$ cat src/sv/msr_pkg.sv
package msr_pkg;

  // Default sizing of the residue tables and the arithmetic.
  localparam int MODULUS_DEF    = 109;
  localparam int VALUE_BITS_DEF = 16;
  localparam int SUM_BITS_DEF   = 40;

  // Fixed payload widths on the channels, and the widened best-sum width.
  localparam int VALUE_W = 16;
  localparam int BEST_W  = 40;
  localparam int EXT_W   = 64;

  // Status of the shared residue unit.
  typedef struct packed {
    logic busy;
    logic done;
  } mod_stat_t;

endpackage

$ cat src/sv/msr_mod_unit.sv
module msr_mod_unit #(
  parameter  int MODULUS    = msr_pkg::MODULUS_DEF,
  parameter  int VALUE_BITS = msr_pkg::VALUE_BITS_DEF,
  localparam int RB         = $clog2(MODULUS)
) (
  input  logic                  clk,
  input  logic                  rst,
  input  logic                  start,
  input  logic [VALUE_BITS-1:0] value,
  output msr_pkg::mod_stat_t    stat,
  output logic [RB-1:0]         residue
);

  localparam int            RW      = VALUE_BITS + 2;
  localparam int            PW      = VALUE_BITS + RW;
  localparam int            QW      = VALUE_BITS + 9;
  localparam int            SHIFT   = VALUE_BITS + RB;
  localparam logic [63:0]   POW     = 64'd1 << SHIFT;
  localparam logic [63:0]   RECIP64 = (POW + 64'(MODULUS) - 64'd1) / 64'(MODULUS);
  localparam logic [RW-1:0] RECIP   = RW'(RECIP64);

  logic [VALUE_BITS-1:0] held;
  logic [VALUE_BITS-1:0] quo;
  logic [RB-1:0]         rem;
  logic                  busy;
  logic                  done;
  logic                  step;
  logic [PW-1:0]         prod;
  logic [QW-1:0]         back;
  logic [QW-1:0]         diff;

  // Quotient by a rounded-up reciprocal, exact for every VALUE_BITS-bit
  // input; then take the remainder back off the value.
  always_comb begin
    prod = PW'(held) * PW'(RECIP);
    back = QW'(quo) * QW'(MODULUS);
    diff = QW'(held) - back;
  end

  always_ff @(posedge clk) begin
    if (rst) begin
      busy <= 1'b0;
      done <= 1'b0;
      step <= 1'b0;
    end else begin
      done <= 1'b0;
      if (start) begin
        held <= value;
        step <= 1'b0;
        busy <= 1'b1;
      end else if (busy) begin
        if (!step) begin
          quo  <= VALUE_BITS'(prod >> SHIFT);
          step <= 1'b1;
        end else begin
          rem  <= RB'(diff);
          busy <= 1'b0;
          done <= 1'b1;
        end
      end
    end
  end

  assign stat.busy = busy;
  assign stat.done = done;
  assign residue   = rem;

endmodule

$ cat config.mk
export PLATFORM = sky130hd
export DESIGN_NAME = msr_mod_unit
export DESIGN_NICKNAME = d
export VERILOG_FILES = /design/src/sv/msr_pkg.sv /design/src/sv/msr_mod_unit.sv
export SDC_FILE = /design/constraint.sdc
export NUM_CORES = 1
export LEC_CHECK = 0
export BUFFER_PORTS_ARGS = -buffer_cell sky130_fd_sc_hd__buf_2
export CORE_MARGIN = 5
export CORE_UTILIZATION = 30
export CTS_CLUSTER_DIAMETER = 100
export DETAILED_ROUTE_END_ITERATION = 10
export SLEW_MARGIN = 40
export SYNTH_ARGS = -nofsm -noshare
export SYNTH_HDL_FRONTEND = slang
export SYNTH_SLANG_ARGS = --single-unit
$ cat constraint.sdc
create_clock -name clk -period 11.8 [get_ports clk]
set_input_delay 2.36 -clock clk [delete_from_list [all_inputs] [get_ports clk]]
set_output_delay 2.36 -clock clk [all_outputs]
set_load 0.02 [all_outputs]
======== Yosys cells after proc, flatten, opt, wreduce, memory -nomap -nowiden ========
Index checks and enable logic that the tools add are counted.
Widths: inputs -> output; s select.
operators by class
  div/mod/pow operators ................... 0
  reductions and logical operators ........ 5
  bitwise gates (word level) .............. 4
  muxes and demuxes ....................... 4
  shifts and indexed selects .............. 0
  multiply operators ...................... 2
  add/subtract/negate cells ............... 1
  $lt $le $gt $ge ......................... 0
  eq/ne operators ......................... 0
operator list
  kind                    count
  $mul 16x12->28 const B  1
  $mul 10x7->7 const B    1
  $reduce_and 4->1        2
  $sub 7x7->7             1
  $mux 1                  4
  $not 1->1               4
  $reduce_or 3->1         1
  $reduce_and 2->1        1
  $reduce_or 2->1         1
storage, ports and cells
  bits in latches ......................... 0
  bits in registers ....................... 36
  bits of input ports ..................... 19
  bits in writable memories ............... 0
  output and inout port bits .............. 9
  memories ................................ 0
  ROM bits ................................ 0
  logic and storage cells ................. 22

======== Longest topological paths before layout ========
Gate-level depths: netlist (run 1).
  word-level depth ........................ 3
  gate-level depth with buffers ........... 16
  mapped depth without buffers ............ 16

======== Worst setup path after synthesis (run 1) ========
OpenSTA, ideal clock, no wires.
  path kind ............................... flip-flop to flip-flop
  start ................................... register held[4]
  end ..................................... register quo[6], data pin
  data arrival time ....................... 4.010 ns
  data required time ...................... 11.527 ns
  buffers on the path ..................... 0
  slack ................................... 7.517 ns
  cell stages (with the launch flop) ...... 16
  setup time .............................. 0.273 ns
  period minus slack after synthesis ...... 4.283 ns
  cells stage by stage .................... edfxtp_1 > ha_1 > ha_1 > inv_1 > fa_1 > inv_1 > fa_1 > inv_1 > fa_1 > inv_1 > ha_1 > a21o_1 > a21oi_2 > a31oi_4 > o41ai_1 > a311oi_1
between the ends
  word-level cells in the longest chain between the ends .. 1
RTL lines
  what                      line                source
  start: declaration        msr_mod_unit.sv:22  logic [VALUE_BITS-1:0] held;
  start signal: assignment  msr_mod_unit.sv:48  held <= value;
  $mul 16x12->28            msr_mod_unit.sv:35  prod = PW'(held) * PW'(RECIP);
  named net prod[29]        msr_mod_unit.sv:28  logic [PW-1:0] prod;
  end signal: assignment    msr_mod_unit.sv:53  quo <= VALUE_BITS'(prod >> SHIFT);
  end: declaration          msr_mod_unit.sv:23  logic [VALUE_BITS-1:0] quo;
The timed path passes the listed nets, and every way through them passes these cells.
A chain may end at the register's enable or synchronous reset.

======== Worst setup path in the final report (run 1) ========
  start ................................... register held[4]
  end ..................................... register quo[4], data pin
Same word-level chain as after synthesis.

==> metrics.md, run 1 <==
| Metric | Value |
|---|---|
| Pins Over Slew Limit | `0` |
| Max Root-Sink Buffers | `2` |
| Drt via density | `4.48` |
| Routed wire per std cell | `13.7 um` |
| Outcome | `complete, no violations` |
| CP Launch Type | `register` |
| Relative slew slack | `74.7%` |
| Final total power | `1210 uW` |
| DRC violations left | `0` |
| Maximum number of pins on one net before global-route repair | `17` |
| CTS tree | `yes` |
| CTS Hold Bufs | `0` |
| Postcts setup bufs | `0` |
| Leakage Power | `0.00242 uW` |
| Critical setup path kind | `register to register` |
| Total track usage | `10.8%` |
| Sequential cell area fraction in the yosys report | `22.0%` |
| Global-route wire length before repair | `14.6 mm` |
| CTS buffer count | `5` |
| 1st-iter DRT viols | `90` |
| Post-CTS sizing | `0` |
| Vias in the first global route | `3066` |
| CORE AREA | `0.0144 sq mm` |
| Core Util, Final | `33.7%` |
| # IOs | `28` |
| Yosys warns | `0` |
| Worst Hold Class | `register to register` |
| Area Growth Syn to Fin | `11.2%` |
| H-tree depth | `2` |
| Post-synthesis cell type count | `42` |
| Setup-failing EPs final | `0` |
| Synth Cell Area | `0.00437 sq mm` |
| Crit path capture type | `register` |
| CP Buf/Inv Count | `4` |
| Tmin final | `4580 ps` |
| Avg Cell Area, Syn | `11.0 sq um` |
| Syn nets | `566` |
| Post-Layout Cell Count | `614` |
| First-pass iteration count of the detailed router | `4` |
| WP data required | `11840 ps` |
| Die area | `0.0171 sq mm` |
| Synth Area in Compound Gates | `6.87%` |
| RSZ-0062 raised after global routing | `false` |
| Slowest-stage cell, CP | `fa_1` |
| Port Buffers | `27` |
| Worst EP arrival | `4620 ps` |
| N_diodes | `0` |
| TNS Setup | `0 ps` |
| Share of cells above drive strength 1 | `9.30%` |
| Placed cells | `606` |
| Worst Reg-to-Reg Cells | `16` |
| Hpwl dp | `7.28 mm` |
| Hold Path Depth | `1` |
| Mux cell area share after synthesis | `0.458%` |
| Largest family of logic cells by synthesized area | `adder cells` |
| Simple-gate share of the synthesized area | `4.07%` |
| CTS root buffer | `clkbuf_16` |
| Top_reg_cell synth | `edfxtp_1` |
| EDFF count, synth | `30` |
| Post-DRT Antenna Nets | `0` |
| Initial antenna violation count | `0` |
| Synth Area in XOR/XNOR | `4.98%` |
| Cells along the critical path | `ha_1, ha_1, inv_1, fa_1, inv_1, fa_1, inv_1, fa_1, inv_1, ha_1, nand3_1, a21oi_1, nand2_1, a31oi_4, a21oi_1, o211a_1` |
| Worst Max-Slew Pin Slew | `380 ps` |
| Worst slack at placement | `7220 ps` |
| Post-Syn Instances | `398` |
| Final Hold Violating Endpoints | `0` |
| Delay-heaviest family, CP | `adder cells` |
| Worst-path clk slew | `60 ps` |
| Number of cells on the critical path | `16` |
| Drt total wl | `8.38 mm` |
| Site row count | `44` |
| Chip height | `131 um` |
| Number of max-cap violations | `0` |
| Die width | `131 um` |
| Worst Path Max Fanout | `7` |
| Largest stage delay, worst path | `540 ps` |
| Placer congestion estimate | `0.874` |
| FF+latch count, synth | `33` |
| Fin crit share | `38.8%` |
| F_max | `218 MHz` |
| CTS sink count | `33` |
| Routed via count | `2753` |
| Clock skew | `5.58 ps` |
| Max VDD drop | `0.104 mV` |
| Power Density | `248 mW/mm^2` |
| Clock latency on the worst-skew pair | `280 ps` |
| GR Overflow Total | `0` |
| Initial Utilization | `30.3%` |
| Synth Area in Adders | `51.8%` |
| Fin worst setup slack | `7220 ps` |
| Final nets | `597` |
| Crit path top cell by count | `inv_1` |
| Asr flop ratio synth | `0%` |
-- placed cells by master, fill, tap and decap left out, drive strengths merged, types with 3 or more instances in the layout --
| cell type | n |
|---|---|
| a21o | 5 |
| and3 | 6 |
| a31oi | 4 |
| fa | 53 |
| xor2 | 4 |
| a21oi | 17 |
| nand3 | 3 |
| ha | 96 |
| nand2 | 10 |
| edfxtp | 30 |
| dfxtp | 3 |
| xnor2 | 20 |
| inv | 108 |
| clkbuf | 5 |
| o21ai | 5 |
| nor2 | 4 |
| buf | 28 |
-- cells in the mapped netlist (2+ instances only) --
master | instances | share of area (%)
inv_1 | 108 | 9.3
ha_1 | 96 | 27
fa_1 | 53 | 24
edfxtp_1 | 30 | 21
xnor2_1 | 19 | 3.8
a21oi_1 | 16 | 1.8
nand2_1 | 10 | 0.86
and3_1 | 6 | 0.86
a21o_1 | 5 | 0.86
nor2_1 | 4 | 0.34
xor2_1 | 4 | 0.80
a31oi_1 | 3 | 0.43
buf_4 | 3 | 0.52
dfxtp_1 | 3 | 1.4
nand3_1 | 3 | 0.34
o21ai_0 | 3 | 0.34
mux2i_1 | 2 | 0.46
nand2b_1 | 2 | 0.29
nand3b_1 | 2 | 0.34
nand4_1 | 2 | 0.29
o211ai_1 | 2 | 0.34
o21ai_1 | 2 | 0.23
-- per-layer routing --
metal  up-vias  part of all wire (%)  GRT usage, %
met2        42                    49          18.7
met5         -                     0             0
li1       1362                     -             -
met4         0                   2.9          4.30
met1      1334                    45          14.0
met3        15                   3.2          1.14
-- state kept, by name, indices dropped and copies added (netlist names) --
register and flops:
busy 1, quo 7, done 1, residue 7
held 16, step 1
-- final cells by class --
class / instances / area (sq um)
sequential: 33 / 961
tap: 184 / 230
inverter: 108 / 405
timing repair buffer: 28 / 143
fill: 1445 / 9560
clock buffer: 5 / 125
multi-input combinational: 253 / 2980
clock inverter: 3 / 17.5
-- power by group --
group / internal (uW) / switching (uW)
combinational: 401 / 485
clock: 77.3 / 51.9
sequential: 178 / 13.5
total: 656 / 551
-- path summary, 6_finish.rpt --
path / slack [ps] / startpoint / end
min reg2reg: 510 / step / done
min: 510 / step / done
max: 7220 / held[4] / quo[4]
max reg2reg: 7220 / held[4] / quo[4]
-- cell families after synthesis --
logic type      after synthesis
fa+ha+maj                   149
xor+xnor                     24
simple gates                 34
compound gates               44
mux                           2
flops                        33
buf+inv                     112
-- per-stage QoR --
step	cell area, sq um	hold WS (ps)
final	4860	509
after global routing	4860	527
after CTS	4860	508
after detailed placement	4720	499
after global placement	4720	476
after floorplan	4370	468
No activity file was read; power rests on OpenSTA's default activity.
==> inputs of run 2 (changes only) <==
clock period = 4.09 ns   (was 11.8 ns; I/O delays follow)
==> run 2 against run 1 <==
Count of clock-buffer cells in the layout increased by 1. Critical endpoint unchanged. Utilization rose by 6.3 points. Cell area grew 19%. Register-to-register slack lost 7300 ps. First-iteration DRC count up 10%. Die area unchanged. Clock power grew to 3.3 times the previous value. Sequential power increased to 2.8 times the previous value. Cell count grew 11%. Highest routed layer unchanged. Combinational power grew to 3.9 times the previous value. The run now ends with negative setup slack left. Critical path depth is 3 lower.
==> metrics.md, run 2 (synthesized netlist as in run 1, its figures left out) <==
| Metric | Value |
|---|---|
| Die width | `131 um (unchanged)` |
| Worst-path clk slew | `60 ps (about the same)` |
| Maximum number of pins on one net before global-route repair | `17 (unchanged)` |
| Vias in the first global route | `3505 (+14%)` |
| CTS Hold Bufs | `0 (unchanged)` |
| First-pass iteration count of the detailed router | `4 (unchanged)` |
| Leakage Power | `0.00275 uW (+14%)` |
| Reg2reg setup slack | `-50 ps (-7260 ps)` |
| Hold path start | `step` |
| Failing checks | `negative setup slack` |
| Pins Over Slew Limit | `0 (unchanged)` |
| Max VDD drop | `0.402 mV (+290%)` |
| Hold EP | `step` |
| Clock skew | `6.59 ps (+1.02 ps)` |
| CTS root buffer | `clkbuf_16` |
| Filler cells | `1369 (-5.3%)` |
| Fin worst setup slack | `-46.0 ps (-7260 ps)` |
| CORE AREA | `0.0144 sq mm (unchanged)` |
| Worst Hold Class | `register to register` |
| Die area | `0.0171 sq mm (unchanged)` |
| Worst Max-Slew Pin Slew | `373 ps (-6.59 ps)` |
| Initial Utilization | `30.3% (unchanged)` |
| Area Growth Syn to Fin | `32.1%` |
| # IOs | `28 (unchanged)` |
| Chip height | `131 um (unchanged)` |
| Final Hold Violating Endpoints | `0 (unchanged)` |
| H-tree depth | `2 (unchanged)` |
| Worst Path Max Fanout | `5 (-2)` |
| Number of max-cap violations | `0 (unchanged)` |
| Routed wire per std cell | `13.9 um (+1.9%)` |
| Biggest register | `held` |
| CTS buffer count | `5 (unchanged)` |
| Power Density | `769 mW/mm^2 (+210%)` |
| Max Root-Sink Buffers | `2 (unchanged)` |
| Drt total wl | `9.44 mm (+13%)` |
| WP data required | `4120 ps (-7720 ps)` |
| F_max | `242 MHz (+11%)` |
| Placer congestion estimate | `0.895 (+2.4%)` |
| 1st-iter DRT viols | `99 (+10%)` |
| Initial antenna violation count | `0 (unchanged)` |
| Tmin final | `4140 ps (-448 ps)` |
| Drt via density | `4.47 (-0.28%)` |
| Site row count | `44 (unchanged)` |
| Share of cells above drive strength 1 | `31.1% (+22 points)` |
| Critical setup path kind | `register to register` |
| DRC violations left | `0 (unchanged)` |
| Worst R2R Start | `held[5]` |
| CTS tree | `yes` |
| Commonest non-fill, non-tap cell in the layout | `inv_1` |
| Outcome | `complete, but fails checks` |
| Crit path capture type | `register` |
| N_diodes | `0 (unchanged)` |
| Hpwl dp | `8.01 mm (+10%)` |
| Seq pwr share | `12.3% (-3.6 points)` |
| Most frequent cells in the layout | `inv_1, ha_1, buf_4, fa_1, edfxtp_1` |
| Setup-failing EPs final | `2 (+2)` |
| Combinational power share | `78.1% (+4.7 points)` |
| Internal power | `2560 uW (+290%)` |
| Post-DRT Antenna Nets | `0 (unchanged)` |
| Clock latency on the worst-skew pair | `280 ps (about the same)` |
| Net Sw Frac | `42.3% (-3.3 points)` |
| Hold_ws | `503 ps (-6.41 ps)` |
| Worst EP arrival | `4170 ps (-450 ps)` |
| Relative slew slack | `75.0% (+0.33 points)` |
| Fin crit share | `101% (+62 points)` |
| Final total power | `4440 uW (+270%)` |
| Switching pwr | `1880 uW (+240%)` |
| GR Overflow Total | `0 (unchanged)` |
| Max reg flops | `16 (unchanged)` |
| Final nets | `662 (+11%)` |
| Global-route wire length before repair | `16.5 mm (+13%)` |
| Port Buffers | `27 (unchanged)` |
| Multi-input combinational cell area | `0.00337 sq mm (+13%)` |
| RSZ-0062 raised after global routing | `true` |
| Routed via count | `3036 (+10%)` |
| Crit Reg-Reg Endpoint | `quo[4]` |
| Clock share of power | `9.6% (-1.1 points)` |
| CP Launch Type | `register` |
| Storage element area | `961 sq um (unchanged)` |
| Worst Reg-to-Reg Cells | `13 (-3)` |
| Hold Path Depth | `1 (unchanged)` |
| CTS sink count | `33 (unchanged)` |
| Total track usage | `12.1% (+1.2 points)` |
## run 2: cell count changes in the layout (fill, tap and decap cells not counted), sizes merged
cell,delta
clkinvlp,-1
buf,+65
clkinv,-1
bufinv,+1
clkbuf,+1
## run 2: critical path, stage by stage (launching register included)
cell	delay, ps
edfxtp_1	500
ha_4	220
ha_1	290
fa_1	520
fa_1	490
inv_1	60
fa_1	530
inv_1	50
ha_1	290
or2_1	220
a21oi_2	180
a31oi_4	80
a211o_1	320
o211a_1	110
## run 2: metrics by stage
stage | setup slack, ps | cells | utilization (%) | area (sq um) | TNS (ps)
after global placement | -264 | 661 | 35.8 | 5160 | -1230
after global routing | -248 | 679 | 40.0 | 5770 | -1170
after detailed placement | -290 | 661 | 35.8 | 5160 | -1380
after floorplan | 1.61 | 398 | - | 4400 | 0
after CTS | -51.3 | 677 | 39.5 | 5700 | -97.2
final | -46.0 | 679 | 40.0 | 5770 | -88.2
## run 2: area by class of cell
class | instances | share of cell area, %
Clock buffer | 6 | 2.23
Tap cell | 184 | 3.99
Clock inverter | 2 | 0.585
Timing Repair Buffer | 93 | 11.2
Inverter | 108 | 7.02
Multi-Input combinational cell | 253 | 58.3
Sequential cell | 33 | 16.6
## run 2: worst max-delay path by stage
stage | endpoint | depth (start not counted) | slack [ps] | from
2_1_floorplan | quo[4] | 13 | 2 | held[6]
3_3_place_gp | quo[3] | 13 | -260 | held[6]
3_5_place_dp | quo[3] | 13 | -290 | held[6]
4_1_cts | quo[6] | 15 | -50 | held[5]
5_1_grt | quo[6] | 13 | -250 | held[6]
6_report | quo[4] | 13 | -50 | held[5]
## run 2: timing repair
item	in CTS	in global routing
endpoints found under the setup margin	7	7
pin swaps	38	5
resized for setup	44	8
setup buffers	8	2
## run 2: metal layers
metal	routed length, um	vias up	part of all wire (%)	track usage (%)
li1	-	1492	-	-
met1	4090	1503	43	14.7
met2	5020	24	53	22.3
met3	128	17	1.4	1.14
met4	212	0	2.2	3.87
met5	0	-	0	0
## run 2: power by group through the flow
stage          clock network, uW  logic, uW  registers (uW)
3_3_place_gp                   0       2950             550
5_1_grt                      455       3920             549
3_5_place_dp                   0       3020             550
4_1_cts                      440       3410             546
2_1_floorplan                  0       2130             548
6_report                     428       3470             545
==> inputs of run 3 (changes only) <==
SKIP_CTS_REPAIR_TIMING = 1   (was unset)
==> run 3 against run 2 <==
Largest power group unchanged. Count of clock-buffer cells in the layout unchanged. Combinational power increased by 1%. Flip-flop and latch count stayed put. Die area stayed put. Wire length fell by 1.1%. Sequential power is essentially flat. Clock skew about the same. Utilization rose by 0.087 points. Via count grew 0.66%. The flow still finishes with violations (negative setup slack). Register-to-register slack worse by 40 ps. Clock power hardly changed.
==> metrics.md, run 3 (synthesized netlist as in run 1, its figures left out) <==
| Metric | Value |
|---|---|
| Met1 Resource Use GR | `14.3% (-0.44 points)` |
| Leakage Power | `0.00280 uW (+1.7%)` |
| Worst Max-Slew Pin Slew | `420 ps (+47.0 ps)` |
| Total track usage | `11.6% (-0.48 points)` |
| Hold Path Depth | `1 (unchanged)` |
| CTS sink count | `33 (unchanged)` |
| DRC violations left | `0 (unchanged)` |
| Maximum number of pins on one net before global-route repair | `17 (unchanged)` |
| Crit path capture type | `register` |
| 1st-iter DRT viols | `157 (+59%)` |
| Most frequent cells in the layout | `inv_1, ha_1, buf_4, fa_1, edfxtp_1` |
| Worst-path clk slew | `50 ps (about the same)` |
| Drt total wl | `9.34 mm (-1.1%)` |
| Die area | `0.0171 sq mm (unchanged)` |
| # IOs | `28 (unchanged)` |
| Reg2reg setup slack | `-90 ps (-40 ps)` |
| Placer congestion estimate | `0.895 (unchanged)` |
| WP data required | `4110 ps (about the same)` |
| First-pass iteration count of the detailed router | `4 (unchanged)` |
| Worst EP arrival | `4190 ps (+20 ps)` |
| Outcome | `complete, but fails checks` |
| CP Launch Type | `register` |
| Busiest layer in global routing | `met2` |
| H-tree depth | `2 (unchanged)` |
| Placed cells | `661 (unchanged)` |
| Slowest-stage cell, CP | `fa_1` |
| Max VDD drop | `0.401 mV (-0.35%)` |
| Worst R2R Start | `held[11]` |
| Finished Cell Area | `0.00579 sq mm (+0.22%)` |
| Max reg flops | `16 (unchanged)` |
| Drt via density | `4.45 (-0.51%)` |
| Area Growth Syn to Fin | `32.4%` |
| Worst Reg-to-Reg Cells | `12 (-1)` |
| Post-placement cell area | `0.00516 sq mm (unchanged)` |
| Chip height | `131 um (unchanged)` |
| Pins Over Slew Limit | `0 (unchanged)` |
| Failing checks | `negative setup slack` |
| Worst Hold Class | `register to register` |
| Hpwl dp | `8.01 mm (unchanged)` |
| Routed via count | `3056 (+0.66%)` |
| Vias in the first global route | `3449 (-1.6%)` |
| Tmin final | `4180 ps (+39.3 ps)` |
| Share of cells above drive strength 1 | `30.4% (-0.69 points)` |
| Clock skew | `6.67 ps (+0.0825 ps)` |
| Largest stage delay, worst path | `640 ps (+110 ps)` |
| Site row count | `44 (unchanged)` |
| Fin worst setup slack | `-85.3 ps (-39.3 ps)` |
| CTS root buffer | `clkbuf_16` |
| Hold EP | `step` |
| Die width | `131 um (unchanged)` |
| GR Overflow Total | `0 (unchanged)` |
| Commonest non-fill, non-tap cell in the layout | `inv_1` |
| Critical setup path kind | `register to register` |
| CTS buffer count | `5 (unchanged)` |
| Power Density | `775 mW/mm^2 (+0.82%)` |
| Post-Layout Cell Count | `687 (+1.2%)` |
| Crit Reg-Reg Endpoint | `quo[3]` |
| Number of max-cap violations | `0 (unchanged)` |
| Final Hold Violating Endpoints | `0 (unchanged)` |
| Routed wire per std cell | `13.6 um (-2.3%)` |
| Port Buffers | `27 (unchanged)` |
| Max Root-Sink Buffers | `2 (unchanged)` |
| RSZ-0062 raised after global routing | `true` |
| Setup-failing EPs final | `5 (+3)` |
| Final nets | `670 (+1.2%)` |
| CORE AREA | `0.0144 sq mm (unchanged)` |
| Initial antenna violation count | `0 (unchanged)` |
| Fin crit share | `102% (+0.96 points)` |
| N_diodes | `0 (unchanged)` |
| F_max | `240 MHz (-0.94%)` |
| Met3 global-route usage | `1.02% (-0.12 points)` |
| Crit path top cell by count | `fa_1` |
| Biggest register | `held` |
| Clock latency on the worst-skew pair | `280 ps (about the same)` |
| Worst Path Max Fanout | `8 (+3)` |
| Cells along the critical path | `buf_4, ha_4, ha_1, fa_1, fa_1, fa_1, ha_4, a21o_1, a31o_4, nand3b_1, o311a_1, o311ai_4` |
| Initial Utilization | `30.3% (unchanged)` |
| CTS tree | `yes` |
| Hold path start | `step` |
| Relative slew slack | `71.9% (-3.1 points)` |
| Routing usage on met2 | `21.4% (-0.84 points)` |
| Post-DRT Antenna Nets | `0 (unchanged)` |
| Global-route wire length before repair | `15.9 mm (-3.5%)` |
[run 3: layout make-up]
cell class / count / area (sq um)
fill: 1379 / 8640
multi-input combinational: 253 / 3320
sequential: 33 / 961
timing repair buffer: 101 / 702
inverter: 108 / 405
tap: 184 / 230
clock buffer: 6 / 129
clock inverter: 2 / 33.8
[run 3: through the flow]
stage | setup WS, ps | setup TNS [ps] | power, uW | hold WS (ps) | utilization, %
final | -85.3 | -275 | 4480 | 503 | 40.1
after global routing | -284 | -1570 | 4970 | 527 | 40.1
after CTS | -310 | -1520 | 4040 | 506 | 36.9
after detailed placement | -290 | -1380 | 3570 | 494 | 35.8
after global placement | -264 | -1230 | 3500 | 475 | 35.8
after floorplan | 1.61 | 0 | 2680 | 468 | -
[run 3: worst max-delay path by stage]
| stage | start | to | cells past startpoint |
|---|---|---|---|
| 2_1_floorplan | held[6] | quo[4] | 13 |
| 3_3_place_gp | held[6] | quo[3] | 13 |
| 3_5_place_dp | held[6] | quo[3] | 13 |
| 4_1_cts | held[6] | quo[3] | 13 |
| 5_1_grt | held[5] | quo[6] | 16 |
| 6_report | held[11] | quo[3] | 12 |
[run 3: metal layers]
metal | share of wire [%] | wire [um]
met1 | 44 | 4110
met2 | 53 | 4920
met3 | 1.6 | 152
met4 | 1.6 | 153
met5 | 0 | 0
[run 3: where the power goes]
| part | internal, uW | total, uW | leakage, uW | switching [uW] |
|---|---|---|---|---|
| combinational | 1780 | 3510 | 0.00242 | 1730 |
| sequential | 515 | 543 | 0.000301 | 28.6 |
| clock | 285 | 428 | 0.0000785 | 142 |
| total | 2580 | 4480 | 0.00280 | 1910 |
[run 3: worst max-delay path: cells and delay by family, from the launching register on]
family / cells / cell delay, ps
adders and majority gates: 6 / 2470
AOI/OAI and AO/OA: 4 / 800
DFF: 1 / 400
buffers and inverters: 1 / 160
and+or+nand+nor: 1 / 90
